**src/hdl/ecpr_pkg.sv**
```systemverilog
// Shared constants, payload types and sequencer states for the enhanced clock replacer.
`timescale 1ns / 1ps

package ecpr_pkg;

    // Ring geometry: frames 0..FRAMES-1 plus one sentinel node at index FRAMES
    localparam int FRAMES      = 64;
    localparam int NODES       = FRAMES + 1;
    localparam int NODE_W      = $clog2(NODES);
    localparam int FRAME_IDX_W = $clog2(FRAMES);
    localparam int COUNT_W     = $clog2(FRAMES + 1);

    // Fixed field widths of the transaction payloads
    localparam int ACTION_W = 2;
    localparam int FRAME_W  = 6;

    localparam logic [NODE_W-1:0] SENT = NODE_W'(FRAMES);

    // Action codes
    localparam logic [ACTION_W-1:0] ACT_INSERT = 2'd0;
    localparam logic [ACTION_W-1:0] ACT_ACCESS = 2'd1;
    localparam logic [ACTION_W-1:0] ACT_EVICT  = 2'd2;

    // Status codes
    localparam logic ST_OK    = 1'b0;
    localparam logic ST_EMPTY = 1'b1;

    typedef struct packed {
        logic [ACTION_W-1:0] action;
        logic [FRAME_W-1:0]  frame;
        logic                set_accessed;
        logic                set_dirty;
    } t_req;

    typedef struct packed {
        logic [FRAME_W-1:0] victim_frame;
        logic               victim_valid;
        logic               status;
    } t_rsp;

    typedef struct packed {
        logic accessed;
        logic dirty;
    } t_flags;

    typedef enum logic [3:0] {
        S_IDLE,
        S_INS_CHK,
        S_INS_LINK,
        S_ACC_UPD,
        S_EV_HEAD,
        S_EV_VISIT,
        S_EV_CLEAR,
        S_DONE
    } t_state;

endpackage

```
**src/hdl/ecpr_req_if.sv**
```systemverilog
// Request channel: valid/ready handshake carrying one replacement command.
`timescale 1ns / 1ps

interface ecpr_req_if;
    import ecpr_pkg::*;

    logic valid;
    logic ready;
    t_req data;

    modport source (output valid, output data, input ready);
    modport sink   (input valid, input data, output ready);
endinterface

```
**src/hdl/ecpr_rsp_if.sv**
```systemverilog
// Response channel: valid/ready handshake carrying one replacement result.
`timescale 1ns / 1ps

interface ecpr_rsp_if;
    import ecpr_pkg::*;

    logic valid;
    logic ready;
    t_rsp data;

    modport source (output valid, output data, input ready);
    modport sink   (input valid, input data, output ready);
endinterface

```
**src/hdl/enhanced_clock_page_replacement.sv**
```systemverilog
// Enhanced second-chance clock replacer: link tables, flag store and sweep sequencer.
`timescale 1ns / 1ps
//
// Usage
//   i_req carries one command per transaction: insert a frame before the hand,
//   record an access (OR in accessed/dirty), or evict. Every command returns
//   exactly one transaction on o_rsp: victim_frame/victim_valid for an evict
//   that found a victim, status = 1 for an evict on an empty ring, zeros else.
//   One command is in flight at a time; i_req.ready is high only when idle.
//   An evict lets the hand visit frames until it finds a clean one. Each visit
//   is one read of the link and flag memories through a single sweep step, and
//   a frame is visited at most three times.
//   Reset clears the hand to the sentinel, the resident count, and the valid
//   bits of all three memories, so every node reads as linked to itself and
//   every flag pair reads as zero; no clearing pass is needed.
//   A finished result waits in the output register while o_rsp.ready is low;
//   the next command is accepted meanwhile and stalls only when its own
//   result finds the output register still occupied.
//
module enhanced_clock_page_replacement (
    input  logic      i_clk,
    input  logic      i_rst_n,
    ecpr_req_if.sink   i_req,
    ecpr_rsp_if.source o_rsp
);
    import ecpr_pkg::*;

    // Sequencer and architectural state
    t_state             r_state, n_state;
    logic [NODE_W-1:0]  r_hand, n_hand;
    logic [COUNT_W-1:0] r_count, n_count;
    logic [NODE_W-1:0]  r_cur, n_cur;
    logic [NODE_W-1:0]  r_head, n_head;
    logic [NODE_W-1:0]  r_link, n_link;
    t_rsp               r_res, n_res;
    t_req               r_req;
    logic               r_out_vld;
    t_rsp               r_out_data;

    // Successor table
    logic [NODE_W-1:0] r_succ_mem [NODES];
    logic [NODES-1:0]  r_succ_vld;
    logic [NODE_W-1:0] r_succ_raw, r_succ_ra;
    logic              r_succ_rv;
    logic [NODE_W-1:0] succ_ra, succ_wa, succ_wd, succ_q;
    logic              succ_we;

    // Predecessor table
    logic [NODE_W-1:0] r_pred_mem [NODES];
    logic [NODES-1:0]  r_pred_vld;
    logic [NODE_W-1:0] r_pred_raw, r_pred_ra;
    logic              r_pred_rv;
    logic [NODE_W-1:0] pred_ra, pred_wa, pred_wd, pred_q;
    logic              pred_we;

    // Accessed/dirty flag store
    t_flags                 r_bits_mem [FRAMES];
    logic [FRAMES-1:0]      r_bits_vld;
    t_flags                 r_bits_raw;
    logic                   r_bits_rv;
    logic [FRAME_IDX_W-1:0] bits_ra, bits_wa;
    t_flags                 bits_wd, bits_q;
    logic                   bits_we;

    logic              accept;
    logic              out_load;
    logic              in_range;
    logic [NODE_W-1:0] req_node;
    logic [NODE_W-1:0] f_node;
    logic [NODE_W-1:0] ev_next;
    t_flags            set_flags;

    assign i_req.ready = (r_state == S_IDLE);
    assign accept      = i_req.valid && (r_state == S_IDLE);
    assign o_rsp.valid = r_out_vld;
    assign o_rsp.data  = r_out_data;
    assign out_load    = (r_state == S_DONE) && (!r_out_vld || o_rsp.ready);

    assign in_range  = int'(i_req.data.frame) < FRAMES;
    assign req_node  = NODE_W'(i_req.data.frame);
    assign f_node    = NODE_W'(r_req.frame);
    assign set_flags = '{accessed: r_req.set_accessed, dirty: r_req.set_dirty};

    // Unwritten entries read as their reset value
    assign succ_q = r_succ_rv ? r_succ_raw : r_succ_ra;
    assign pred_q = r_pred_rv ? r_pred_raw : r_pred_ra;
    assign bits_q = r_bits_rv ? r_bits_raw : '0;

    // Hand step: skip the sentinel
    assign ev_next = (succ_q == SENT) ? r_head : succ_q;

    // Successor memory, read-first with write bypass
    always_ff @(posedge i_clk) begin
        if (succ_we) begin
            r_succ_mem[succ_wa] <= succ_wd;
        end
        if (succ_we && succ_wa == succ_ra) begin
            r_succ_raw <= succ_wd;
        end else begin
            r_succ_raw <= r_succ_mem[succ_ra];
        end
        r_succ_ra <= succ_ra;
    end

    // Predecessor memory, read-first with write bypass
    always_ff @(posedge i_clk) begin
        if (pred_we) begin
            r_pred_mem[pred_wa] <= pred_wd;
        end
        if (pred_we && pred_wa == pred_ra) begin
            r_pred_raw <= pred_wd;
        end else begin
            r_pred_raw <= r_pred_mem[pred_ra];
        end
        r_pred_ra <= pred_ra;
    end

    // Flag memory, read-first with write bypass
    always_ff @(posedge i_clk) begin
        if (bits_we) begin
            r_bits_mem[bits_wa] <= bits_wd;
        end
        if (bits_we && bits_wa == bits_ra) begin
            r_bits_raw <= bits_wd;
        end else begin
            r_bits_raw <= r_bits_mem[bits_ra];
        end
    end

    // Track written entries of all three memories
    always_ff @(posedge i_clk) begin
        if (!i_rst_n) begin
            r_succ_vld <= '0;
            r_pred_vld <= '0;
            r_bits_vld <= '0;
            r_succ_rv  <= 1'b0;
            r_pred_rv  <= 1'b0;
            r_bits_rv  <= 1'b0;
        end else begin
            if (succ_we) begin
                r_succ_vld[succ_wa] <= 1'b1;
            end
            if (pred_we) begin
                r_pred_vld[pred_wa] <= 1'b1;
            end
            if (bits_we) begin
                r_bits_vld[bits_wa] <= 1'b1;
            end
            r_succ_rv <= r_succ_vld[succ_ra] || (succ_we && succ_wa == succ_ra);
            r_pred_rv <= r_pred_vld[pred_ra] || (pred_we && pred_wa == pred_ra);
            r_bits_rv <= r_bits_vld[bits_ra] || (bits_we && bits_wa == bits_ra);
        end
    end

    // Control state
    always_ff @(posedge i_clk) begin
        if (!i_rst_n) begin
            r_state   <= S_IDLE;
            r_hand    <= SENT;
            r_count   <= '0;
            r_out_vld <= 1'b0;
        end else begin
            r_state <= n_state;
            r_hand  <= n_hand;
            r_count <= n_count;
            if (out_load) begin
                r_out_vld <= 1'b1;
            end else if (o_rsp.ready) begin
                r_out_vld <= 1'b0;
            end
        end
    end

    // Working registers and output payload
    always_ff @(posedge i_clk) begin
        r_cur  <= n_cur;
        r_head <= n_head;
        r_link <= n_link;
        r_res  <= n_res;
        if (accept) begin
            r_req <= i_req.data;
        end
        if (out_load) begin
            r_out_data <= r_res;
        end
    end

    // Sequencer: next state, memory accesses and result
    always_comb begin
        n_state = r_state;
        n_hand  = r_hand;
        n_count = r_count;
        n_cur   = r_cur;
        n_head  = r_head;
        n_link  = r_link;
        n_res   = r_res;
        succ_ra = r_cur;
        pred_ra = r_cur;
        bits_ra = r_cur[FRAME_IDX_W-1:0];
        succ_we = 1'b0;
        succ_wa = r_cur;
        succ_wd = r_cur;
        pred_we = 1'b0;
        pred_wa = r_cur;
        pred_wd = r_cur;
        bits_we = 1'b0;
        bits_wa = f_node[FRAME_IDX_W-1:0];
        bits_wd = set_flags;

        case (r_state)
            S_IDLE: begin
                if (accept) begin
                    n_res = '{victim_frame: '0, victim_valid: 1'b0, status: ST_OK};
                    n_state = S_DONE;
                    case (i_req.data.action)
                        ACT_INSERT: begin
                            if (in_range) begin
                                succ_ra = req_node;
                                pred_ra = r_hand;
                                n_state = S_INS_CHK;
                            end
                        end
                        ACT_ACCESS: begin
                            if (in_range) begin
                                bits_ra = req_node[FRAME_IDX_W-1:0];
                                n_state = S_ACC_UPD;
                            end
                        end
                        ACT_EVICT: begin
                            if (r_count == '0) begin
                                n_res.status = ST_EMPTY;
                            end else begin
                                succ_ra = SENT;
                                n_state = S_EV_HEAD;
                            end
                        end
                        default: begin
                            n_state = S_DONE;
                        end
                    endcase
                end
            end

            // Resident frames keep their place; others link in before the hand
            S_INS_CHK: begin
                if (succ_q != f_node) begin
                    bits_we = 1'b1;
                    n_state = S_DONE;
                end else begin
                    succ_we = 1'b1;
                    succ_wa = f_node;
                    succ_wd = r_hand;
                    pred_we = 1'b1;
                    pred_wa = f_node;
                    pred_wd = pred_q;
                    n_link  = pred_q;
                    n_state = S_INS_LINK;
                end
            end

            S_INS_LINK: begin
                succ_we = 1'b1;
                succ_wa = r_link;
                succ_wd = f_node;
                pred_we = 1'b1;
                pred_wa = r_hand;
                pred_wd = f_node;
                bits_we = 1'b1;
                n_count = r_count + COUNT_W'(1);
                n_state = S_DONE;
            end

            // OR in the new flags
            S_ACC_UPD: begin
                bits_we = 1'b1;
                bits_wd = '{accessed: bits_q.accessed | r_req.set_accessed,
                            dirty:    bits_q.dirty    | r_req.set_dirty};
                n_state = S_DONE;
            end

            // Latch the first frame after the sentinel and start the sweep
            S_EV_HEAD: begin
                if (succ_q == SENT) begin
                    n_res.status = ST_EMPTY;
                    n_state = S_DONE;
                end else begin
                    n_head  = succ_q;
                    n_cur   = (r_hand >= SENT) ? succ_q : r_hand;
                    succ_ra = n_cur;
                    pred_ra = n_cur;
                    bits_ra = n_cur[FRAME_IDX_W-1:0];
                    n_state = S_EV_VISIT;
                end
            end

            // One frame per cycle: take a clean frame, else age its flags
            S_EV_VISIT: begin
                if (!bits_q.accessed && !bits_q.dirty) begin
                    succ_we = 1'b1;
                    succ_wa = pred_q;
                    succ_wd = succ_q;
                    pred_we = 1'b1;
                    pred_wa = succ_q;
                    pred_wd = pred_q;
                    n_hand  = succ_q;
                    n_count = r_count - COUNT_W'(1);
                    n_res.victim_frame = FRAME_W'(r_cur);
                    n_res.victim_valid = 1'b1;
                    n_state = S_EV_CLEAR;
                end else begin
                    bits_we = 1'b1;
                    bits_wa = r_cur[FRAME_IDX_W-1:0];
                    bits_wd = '{accessed: 1'b0, dirty: bits_q.accessed & bits_q.dirty};
                    n_cur   = ev_next;
                    succ_ra = ev_next;
                    pred_ra = ev_next;
                    bits_ra = ev_next[FRAME_IDX_W-1:0];
                end
            end

            // Point the victim back at itself
            S_EV_CLEAR: begin
                succ_we = 1'b1;
                pred_we = 1'b1;
                n_state = S_DONE;
            end

            // Hold the result until the output register frees up
            S_DONE: begin
                if (out_load) begin
                    n_state = S_IDLE;
                end
            end

            default: begin
                n_state = S_IDLE;
            end
        endcase
    end

endmodule

```
**src/flat_wrapper.sv**
```systemverilog
// flat-port wrapper written by rule: the top's interface ports become plain ports
module enhanced_clock_page_replacement_flat import ecpr_pkg::*;
  (i_clk, i_rst_n, i_req_valid, i_req_data, i_req_ready, o_rsp_valid, o_rsp_data, o_rsp_ready);
  ecpr_req_if i_req_i ();
  ecpr_rsp_if o_rsp_i ();
  input  logic i_clk;
  input  logic i_rst_n;
  input wire logic [$bits(i_req_i.valid)-1:0] i_req_valid;
  input wire logic [$bits(i_req_i.data)-1:0] i_req_data;
  output wire logic [$bits(i_req_i.ready)-1:0] i_req_ready;
  output wire logic [$bits(o_rsp_i.valid)-1:0] o_rsp_valid;
  output wire logic [$bits(o_rsp_i.data)-1:0] o_rsp_data;
  input wire logic [$bits(o_rsp_i.ready)-1:0] o_rsp_ready;
  assign i_req_i.valid = i_req_valid;
  assign i_req_i.data = i_req_data;
  assign i_req_ready = i_req_i.ready;
  assign o_rsp_valid = o_rsp_i.valid;
  assign o_rsp_data = o_rsp_i.data;
  assign o_rsp_i.ready = o_rsp_ready;
  enhanced_clock_page_replacement u_core (.i_clk(i_clk), .i_rst_n(i_rst_n), .i_req(i_req_i), .o_rsp(o_rsp_i));
endmodule
```
**config.mk**
```make
export PLATFORM = sky130hd
export DESIGN_NAME = enhanced_clock_page_replacement_flat
export DESIGN_NICKNAME = d
export VERILOG_FILES = /design/src/hdl/ecpr_pkg.sv /design/src/hdl/ecpr_req_if.sv /design/src/hdl/ecpr_rsp_if.sv /design/src/hdl/enhanced_clock_page_replacement.sv /design/src/flat_wrapper.sv
export SDC_FILE = /design/constraint.sdc
export NUM_CORES = 2
export LEC_CHECK = 0
export ABC_CLOCK_PERIOD_IN_PS = 11700
export BUFFER_PORTS_ARGS = -buffer_cell sky130_fd_sc_hd__buf_2
export CORE_ASPECT_RATIO = 0.9
export CORE_MARGIN = 5
export CORE_UTILIZATION = 55
export CTS_BUF_LIST = sky130_fd_sc_hd__clkbuf_8
export DETAILED_ROUTE_END_ITERATION = 8
export PLACE_DENSITY = 0.71
export SLEW_MARGIN = 20
export SYNTH_ARGS = -nofsm -noshare
export SYNTH_HDL_FRONTEND = slang
export SYNTH_SLANG_ARGS = --single-unit
```
**constraint.sdc**
```tcl
create_clock -name i_clk -period 11.7 [get_ports i_clk]
set_input_delay 0.585 -clock i_clk [delete_from_list [all_inputs] [get_ports i_clk]]
set_output_delay 0.585 -clock i_clk [all_outputs]
set_load 0.005 [all_outputs]
```
== Word-level counts from Yosys, hierarchy flattened ==
Memory sizes are Yosys's and may differ from the RTL's. A register that Yosys moved wholly into a read port is not among the register bits.
Cells that the tools add are included.
Storage, ports and cells
  flip-flop bits (word level): 275
  bits in writable memories: 1038
  input port bits: 14
  output and inout port bits: 10
  memories kept: 3
Operators by class
  add/subtract/negate cells: 2
  $lt $le $gt $ge: 10
  eq/ne operators: 18
  mux-type cells: 74
  bitwise operators: 7
  reduce and logical (&&, ||, !) cells: 33
Memories
  u_core.r_pred_mem: depth 65, width 7, rd ports 1, clocked after memory_dff 1, wr ports 1, RTL line enhanced_clock_page_replacement.sv:49  | logic [NODE_W-1:0] r_pred_mem [NODES];
  u_core.r_succ_mem: depth 65, width 7, rd ports 1, clocked after memory_dff 1, wr ports 1, RTL line enhanced_clock_page_replacement.sv:41  | logic [NODE_W-1:0] r_succ_mem [NODES];
  u_core.r_bits_mem: depth 64, width 2, rd ports 1, clocked after memory_dff 1, wr ports 1, RTL line enhanced_clock_page_replacement.sv:57  | t_flags r_bits_mem [FRAMES];
Operators with widths (count)
  OR 65 bit: 2
  case mux 7 bit (3 select lines): 6
  2-to-1 mux 7 bit: 17
  OR 64 bit: 1
  case mux 7 bit (2 select lines): 4
  2-to-1 mux 6 bit: 6
  < comparator 7 x 8 -> 1 bit (second input constant): 4
  case mux 4 bit (6 select lines): 1
  2-to-1 mux 1 bit: 19
  case mux 6 bit (3 select lines): 1
  == test 4 x 3 -> 1 bit (second input constant): 4
  binary-select mux 1 bit (select 7 bit): 2
  demux 1 bit (select 7 bit): 2
  == test 7 bit: 2
  greater-or-equal comparator 7 x 1 -> 1 bit (second input constant): 2
  < comparator 6 x 7 -> 1 bit (second input constant): 2
  2-to-1 mux 4 bit: 3
  case mux 4 bit (3 select lines): 1
  nonzero test 2 bit: 5
  logical AND 1 bit: 9
  AND reduction 3 bit: 3
  == test 4 x 2 -> 1 bit (second input constant): 2
  2-to-1 mux 2 bit: 4
  2-to-1 mux 8 bit: 1
  28 further kinds: 41

== Logic depth before layout (Yosys ltp) ==
  depth in word-level cells: 10
  mapped depth: 22
  gate-level depth less buffers: 16

== Least setup slack after synthesis ==
Ideal clock, no wire load.
  kind: reg-to-reg
  start point: register u_core.r_succ_ra[0]
  end point: memory u_core.r_succ_mem[0][2] (netlist name), data pin
  data arrival time: 5.169 ns
  data required time: 11.106 ns
  setup slack: 5.937 ns
  stages on the path, launching flop included: 15
  buffers on the path: 3
  period minus slack after synthesis: 5.763 ns
  cells stage by stage: dfxtp_1 > buf_6 > buf_6 > mux4_2 > mux2i_1 > a22oi_1 > and4b_1 > a221o_1 > xor2_1 > nor4_2 > nand2_2 > clkbuf_1 > nand3_1 > a21oi_1 > a31oi_1
Between the ends
  longest elaborated chain between the ends: 4
Ends and longest elaborated chain
  start: declaration: RTL line enhanced_clock_page_replacement.sv:43  | logic [NODE_W-1:0] r_succ_raw, r_succ_ra;
  start signal: assignment: RTL line enhanced_clock_page_replacement.sv:102  | r_succ_ra <= succ_ra;
  2-to-1 mux 7 bit: RTL line enhanced_clock_page_replacement.sv:85  | assign succ_q = r_succ_rv ? r_succ_raw : r_succ_ra;
  != test 7 x 6 -> 1 bit: RTL line enhanced_clock_page_replacement.sv:246  | if (succ_q != f_node) begin
  2-to-1 mux 7 bit: RTL line enhanced_clock_page_replacement.sv:246
  case mux 7 bit (3 select lines): RTL line enhanced_clock_page_replacement.sv:210  | case (r_state)
  named net u_core.succ_wd[2]: RTL line enhanced_clock_page_replacement.sv:45  | logic [NODE_W-1:0] succ_ra, succ_wa, succ_wd, succ_q;
  end: declaration: RTL line enhanced_clock_page_replacement.sv:41
The timed path passes the listed nets, and every way through them passes these cells.

== Worst setup path in the final report ==
  start point: register u_core.r_succ_ra[2]
  end point: memory u_core.r_succ_mem[41][0] (netlist name) (enable)
Between the ends
  longest elaborated chain between the ends: 6
  elaborated cells between the ends (all ways): 8
Ends and longest elaborated chain
  2-to-1 mux 7 bit *: RTL line enhanced_clock_page_replacement.sv:85
  != test 7 x 6 -> 1 bit *: RTL line enhanced_clock_page_replacement.sv:246
  2-to-1 mux 1 bit: RTL line enhanced_clock_page_replacement.sv:246
  case mux 1 bit (3 select lines): RTL line enhanced_clock_page_replacement.sv:210
  2-to-1 mux 1 bit: RTL line enhanced_clock_page_replacement.sv:94  | if (succ_we) begin
  2-to-1 mux 1 bit (implied by the code): RTL line enhanced_clock_page_replacement.sv:95  | r_succ_mem[succ_wa] <= succ_wd;
Mark *: on every way between the ends. The rest lies on a longest branch, timed or not.

==> results.py <==
metrics = {
    "routing": {
        "ant_nets": 0,
        "drtIter0Drc": 4877,
        "drc": 0,
        "wire_per_inst_um": 28.07,
        "via_count": 32650,
        "vias_per_cell": 6.458,
        "routed_wl_mm": 141.9,
        "dr.pass1.iters": 8,
    },
    "clocking": {
        "clock_latency_ns": 0.89,
        "cts_tree": "yes",
        "clk_pin_slew_ns": 0.07,
        "cts_resized": 0,
        "cts_sinks": 1318,
        "cts_root_buffer": "clkbuf_8",
        "htreeDepth": 4,
        "clockBufferDepth": 3,
        "cts_setup_buffers": 0,
        "cts_inserted_buffers": 197,
    },
    "worst_hold_path": {
        "hold_path_class": "in -> reg",
        "hold_depth": 2,
        "hold_end": "u_core.r_succ_vld[10]$_SDFFE_PN0P_",
        "worstHoldStart": "i_rst_n",
    },
    "die": {
        "die_w_um": 340.8,
        "initial_core_util_pct": 55.25,
        "die_area_um2": 104900,
        "rows": 109,
        "core_area_um2": 98060,
        "pin_count": 24,
        "dieHeight_um": 307.7,
    },
    "timing": {
        "max_clock_freq_mhz": 126.3,
        "worst_slew_margin_rel_pct": 20.97,
        "fin_crit_sh_pct": 67.70,
        "rsz0062_at_grt": "no",
        "period_needed_ns": 7.921,
        "final_hold_viol_count": 0,
        "worstMarginPinSlew_ns": 1.180,
        "setup_viol": 0,
        "clock_skew_ns": 0.09534,
        "drv_slew": 0,
        "tns_ns": 0,
        "timing.final.ws_setup_ns": 3.779,
    },
    "worst_setup_path": {
        "endpoint_kind": "register",
        "startpoint_type": "register",
        "worstSetupPathType": "reg -> reg",
        "slowest_delay_ns": 0.86,
        "worstRegToRegCells": 14,
        "crit_arrival_ns": 8.41,
        "cp_top_family": "simple AND/OR/NAND/NOR gates",
        "cp_max_fo": 52,
        "required_ns": 12.19,
        "cp_slowest_cell": "o41ai_1",
        "path_cells": "buf_4 -> buf_4 -> mux2i_1 -> a22oi_1 -> a21oi_1 -> o41ai_1 -> o2111ai_1 -> nor4_2 -> nand2_2 -> o21ai_0 -> a21oi_1 -> nor2_1 -> nand3_1 -> nor2_1",
        "path_buf_inv": 2,
        "reg2reg_from": "u_core.r_succ_ra[2]$_DFF_P_",
        "reg2reg_slack_ns": 3.78,
        "worstReg2RegEnd": "u_core.r_succ_mem[41][0]$_DFFE_PP_",
    },
    "yosys": {
        "synth_top_family_by_area": "multiplexers",
        "synthSimpleGateAreaFrac_pct": 7.548,
        "synthMuxAreaShare_pct": 13.56,
        "netlist_area_um2": 54180,
        "ys_types": 91,
        "ys_ff_latch": 1318,
        "synth-edff-count": 1083,
        "synth_compound_area_share_pct": 7.619,
        "synth.yosys.seq_area_share_pct": 68.71,
        "ys_async_sr_fraction_pct": 0,
        "synth_flop_cell": "edfxtp_1",
        "yosys.area_share.adder_pct": 0.1524,
        "synth_xor_area_share_pct": 0.4850,
        "synthCells": 3497,
        "syn_nets": 3517,
        "syn_avg_cell_area_um2": 15.49,
        "synthesis.yosys.warnings": 0,
    },
    "placement": {
        "dp_slack_ns": 4.031,
        "port_buffers": 23,
        "gp_congestion": 0.9688,
        "hpwl_mm": 90.57,
        "placed_area_um2": 55730,
    },
    "finish": {
        "final_area_um2": 59770,
        "post-route-util_pct": 60.95,
        "fill_cells": 7152,
        "drive_gt1_share_pct": 17.79,
        "syn2layout_area_growth_pct": 10.32,
        "fin_nets": 3629,
    },
    "global_routing": {
        "grt_pass1_vias": 31600,
        "track_usage_pct": 27.07,
        "grt_overflow": 0,
        "grt_max_degree": 83,
        "antenna_found_initial": 2,
        "grt_pass1_wl_mm": 211.4,
    },
    "pwr": {
        "total_power_w": 0.01474,
        "p_leak_nw": 19.74,
        "ir_drop_v": 0.0001431,
        "power_density_nw_per_um2": 246.6,
    },
    "flow_run": {
        "maxCapViolCount": 0,
    },
    "outcome": {
        "outcome": "finished, final reports clean",
    },
}
## kinds of logic after synthesis
family | Yosys count
buf+inv | 224
simple gates | 901
compound gates | 581
xor+xnor | 30
mux | 437
fa+ha+maj | 6
flops | 1318
## Yosys cell counts (16+ instances only)
| cell type | instances | share of area, % |
|---|---|---|
| a31oi_1 | 28 | 0.32 |
| nor2b_1 | 33 | 0.38 |
| clkbuf_1 | 85 | 0.59 |
| and3_1 | 24 | 0.28 |
| a21oi_1 | 105 | 0.97 |
| xnor2_1 | 20 | 0.32 |
| nor3_1 | 24 | 0.22 |
| and2_1 | 24 | 0.28 |
| o21a_1 | 133 | 1.8 |
| o21ai_0 | 64 | 0.59 |
| nor2_1 | 418 | 2.9 |
| a22oi_1 | 74 | 1.0 |
| dfxtp_1 | 235 | 8.7 |
| a211oi_1 | 17 | 0.24 |
| nand2_1 | 205 | 1.4 |
| buf_1 | 19 | 0.13 |
| edfxtp_1 | 1083 | 60 |
| mux4_2 | 236 | 9.8 |
| buf_2 | 42 | 0.39 |
| mux2_2 | 16 | 0.33 |
| mux2i_1 | 185 | 3.4 |
| inv_1 | 36 | 0.25 |
| nand3_1 | 85 | 0.79 |
| nand2b_1 | 17 | 0.20 |
## layout by cell type (no fill, tap or decap), drive strengths merged, types with 34 or more instances in the layout
| cell type | count |
|---|---|
| clkinv | 50 |
| a21oi | 106 |
| buf | 79 |
| mux4 | 236 |
| a22oi | 74 |
| o21a | 133 |
| edfxtp | 1083 |
| nand2 | 206 |
| inv | 139 |
| o21ai | 67 |
| nor2 | 421 |
| dfxtp | 235 |
| nor2b | 34 |
| mux2i | 185 |
| nand3 | 87 |
| clkbuf | 216 |
## stage by stage
| stage | hold slack, ns | instances |
|---|---|---|
| 2_1_floorplan | 0.4003 | 3497 |
| 6_report | 0.1440 | 5055 |
| 4_1_cts | 0.07283 | 5054 |
| 3_3_place_gp | 0.4039 | 4677 |
| 3_5_place_dp | 0.4045 | 4678 |
| 5_1_grt | 0.09636 | 5055 |
## metal layers
layer	wire (um)	vias up	global-route usage (%)
met3	16350	297	6.785
met2	61870	1923	38.85
met1	59590	16490	41.29
met5	0	-	0
met4	4104	0	8.427
li1	-	13940	-
## timing repair
action / in CTS / in global routing
hold buffers: 8 / 0
endpoints found under the hold margin: 8 / 0
setup endpoints to repair: 0 / 0
## report_power, final
part	internal [W]	switching, W	total (W)	leakage (nW)
clock network	0.00194	0.00180	0.00373	2.35
registers	0.00581	0.000326	0.00614	11.7
logic	0.00167	0.00320	0.00486	5.70
## registers in the layout (all words and copies together), names as in the netlist, 2 cells and up, named ones only
register,cells
u_core.r_cur,7
u_core.r_pred_ra,7
u_core.r_req,2
u_core.r_succ_mem,455
u_core.r_bits_mem,128
u_core.r_pred_mem,455
u_core.r_res,8
u_core.r_succ_vld,65
u_core.r_bits_vld,64
u_core.r_state,3
u_core.r_pred_vld,65
u_core.r_link,7
u_core.f_node,6
u_core.r_hand,7
u_core.r_count,7
u_core.r_head,7
u_core.o_rsp.data,8
u_core.r_succ_ra,7
## area by class of cell
| type | count | area [um2] | area share (%) |
|---|---|---|---|
| Antenna cell | 1 | 2.502 | 0.004187 |
| Multi-Input combinational cell | 1955 | 16150 | 27.02 |
| Timing Repair Buffer | 87 | 634.4 | 1.061 |
| Tap cell | 1276 | 1597 | 2.671 |
| Sequential cell | 1318 | 37250 | 62.32 |
| Clock buffer | 216 | 2973 | 4.974 |
| Clock inverter | 152 | 980.9 | 1.641 |
| Inverter | 50 | 187.7 | 0.3140 |
## worst max path at each step
stage                                      from                            endpoint  slack, ns  depth (start not counted)
floorplan           u_core.r_succ_ra[0]$_DFF_P_   u_core.r_succ_mem[0][2]$_DFFE_PP_       5.94                         14
global placement    u_core.r_succ_ra[0]$_DFF_P_         u_core.r_pred_rv$_SDFF_PN0_       4.10                         16
detailed placement  u_core.r_succ_ra[2]$_DFF_P_  u_core.r_succ_mem[25][3]$_DFFE_PP_       4.03                         14
CTS                 u_core.r_succ_ra[2]$_DFF_P_  u_core.r_pred_mem[49][2]$_DFFE_PP_       4.01                         14
global route        u_core.r_succ_ra[2]$_DFF_P_  u_core.r_succ_mem[17][6]$_DFFE_PP_       3.40                         14
finish              u_core.r_succ_ra[2]$_DFF_P_  u_core.r_succ_mem[41][0]$_DFFE_PP_       3.78                         14
Power figures use the tool's default switching activity.
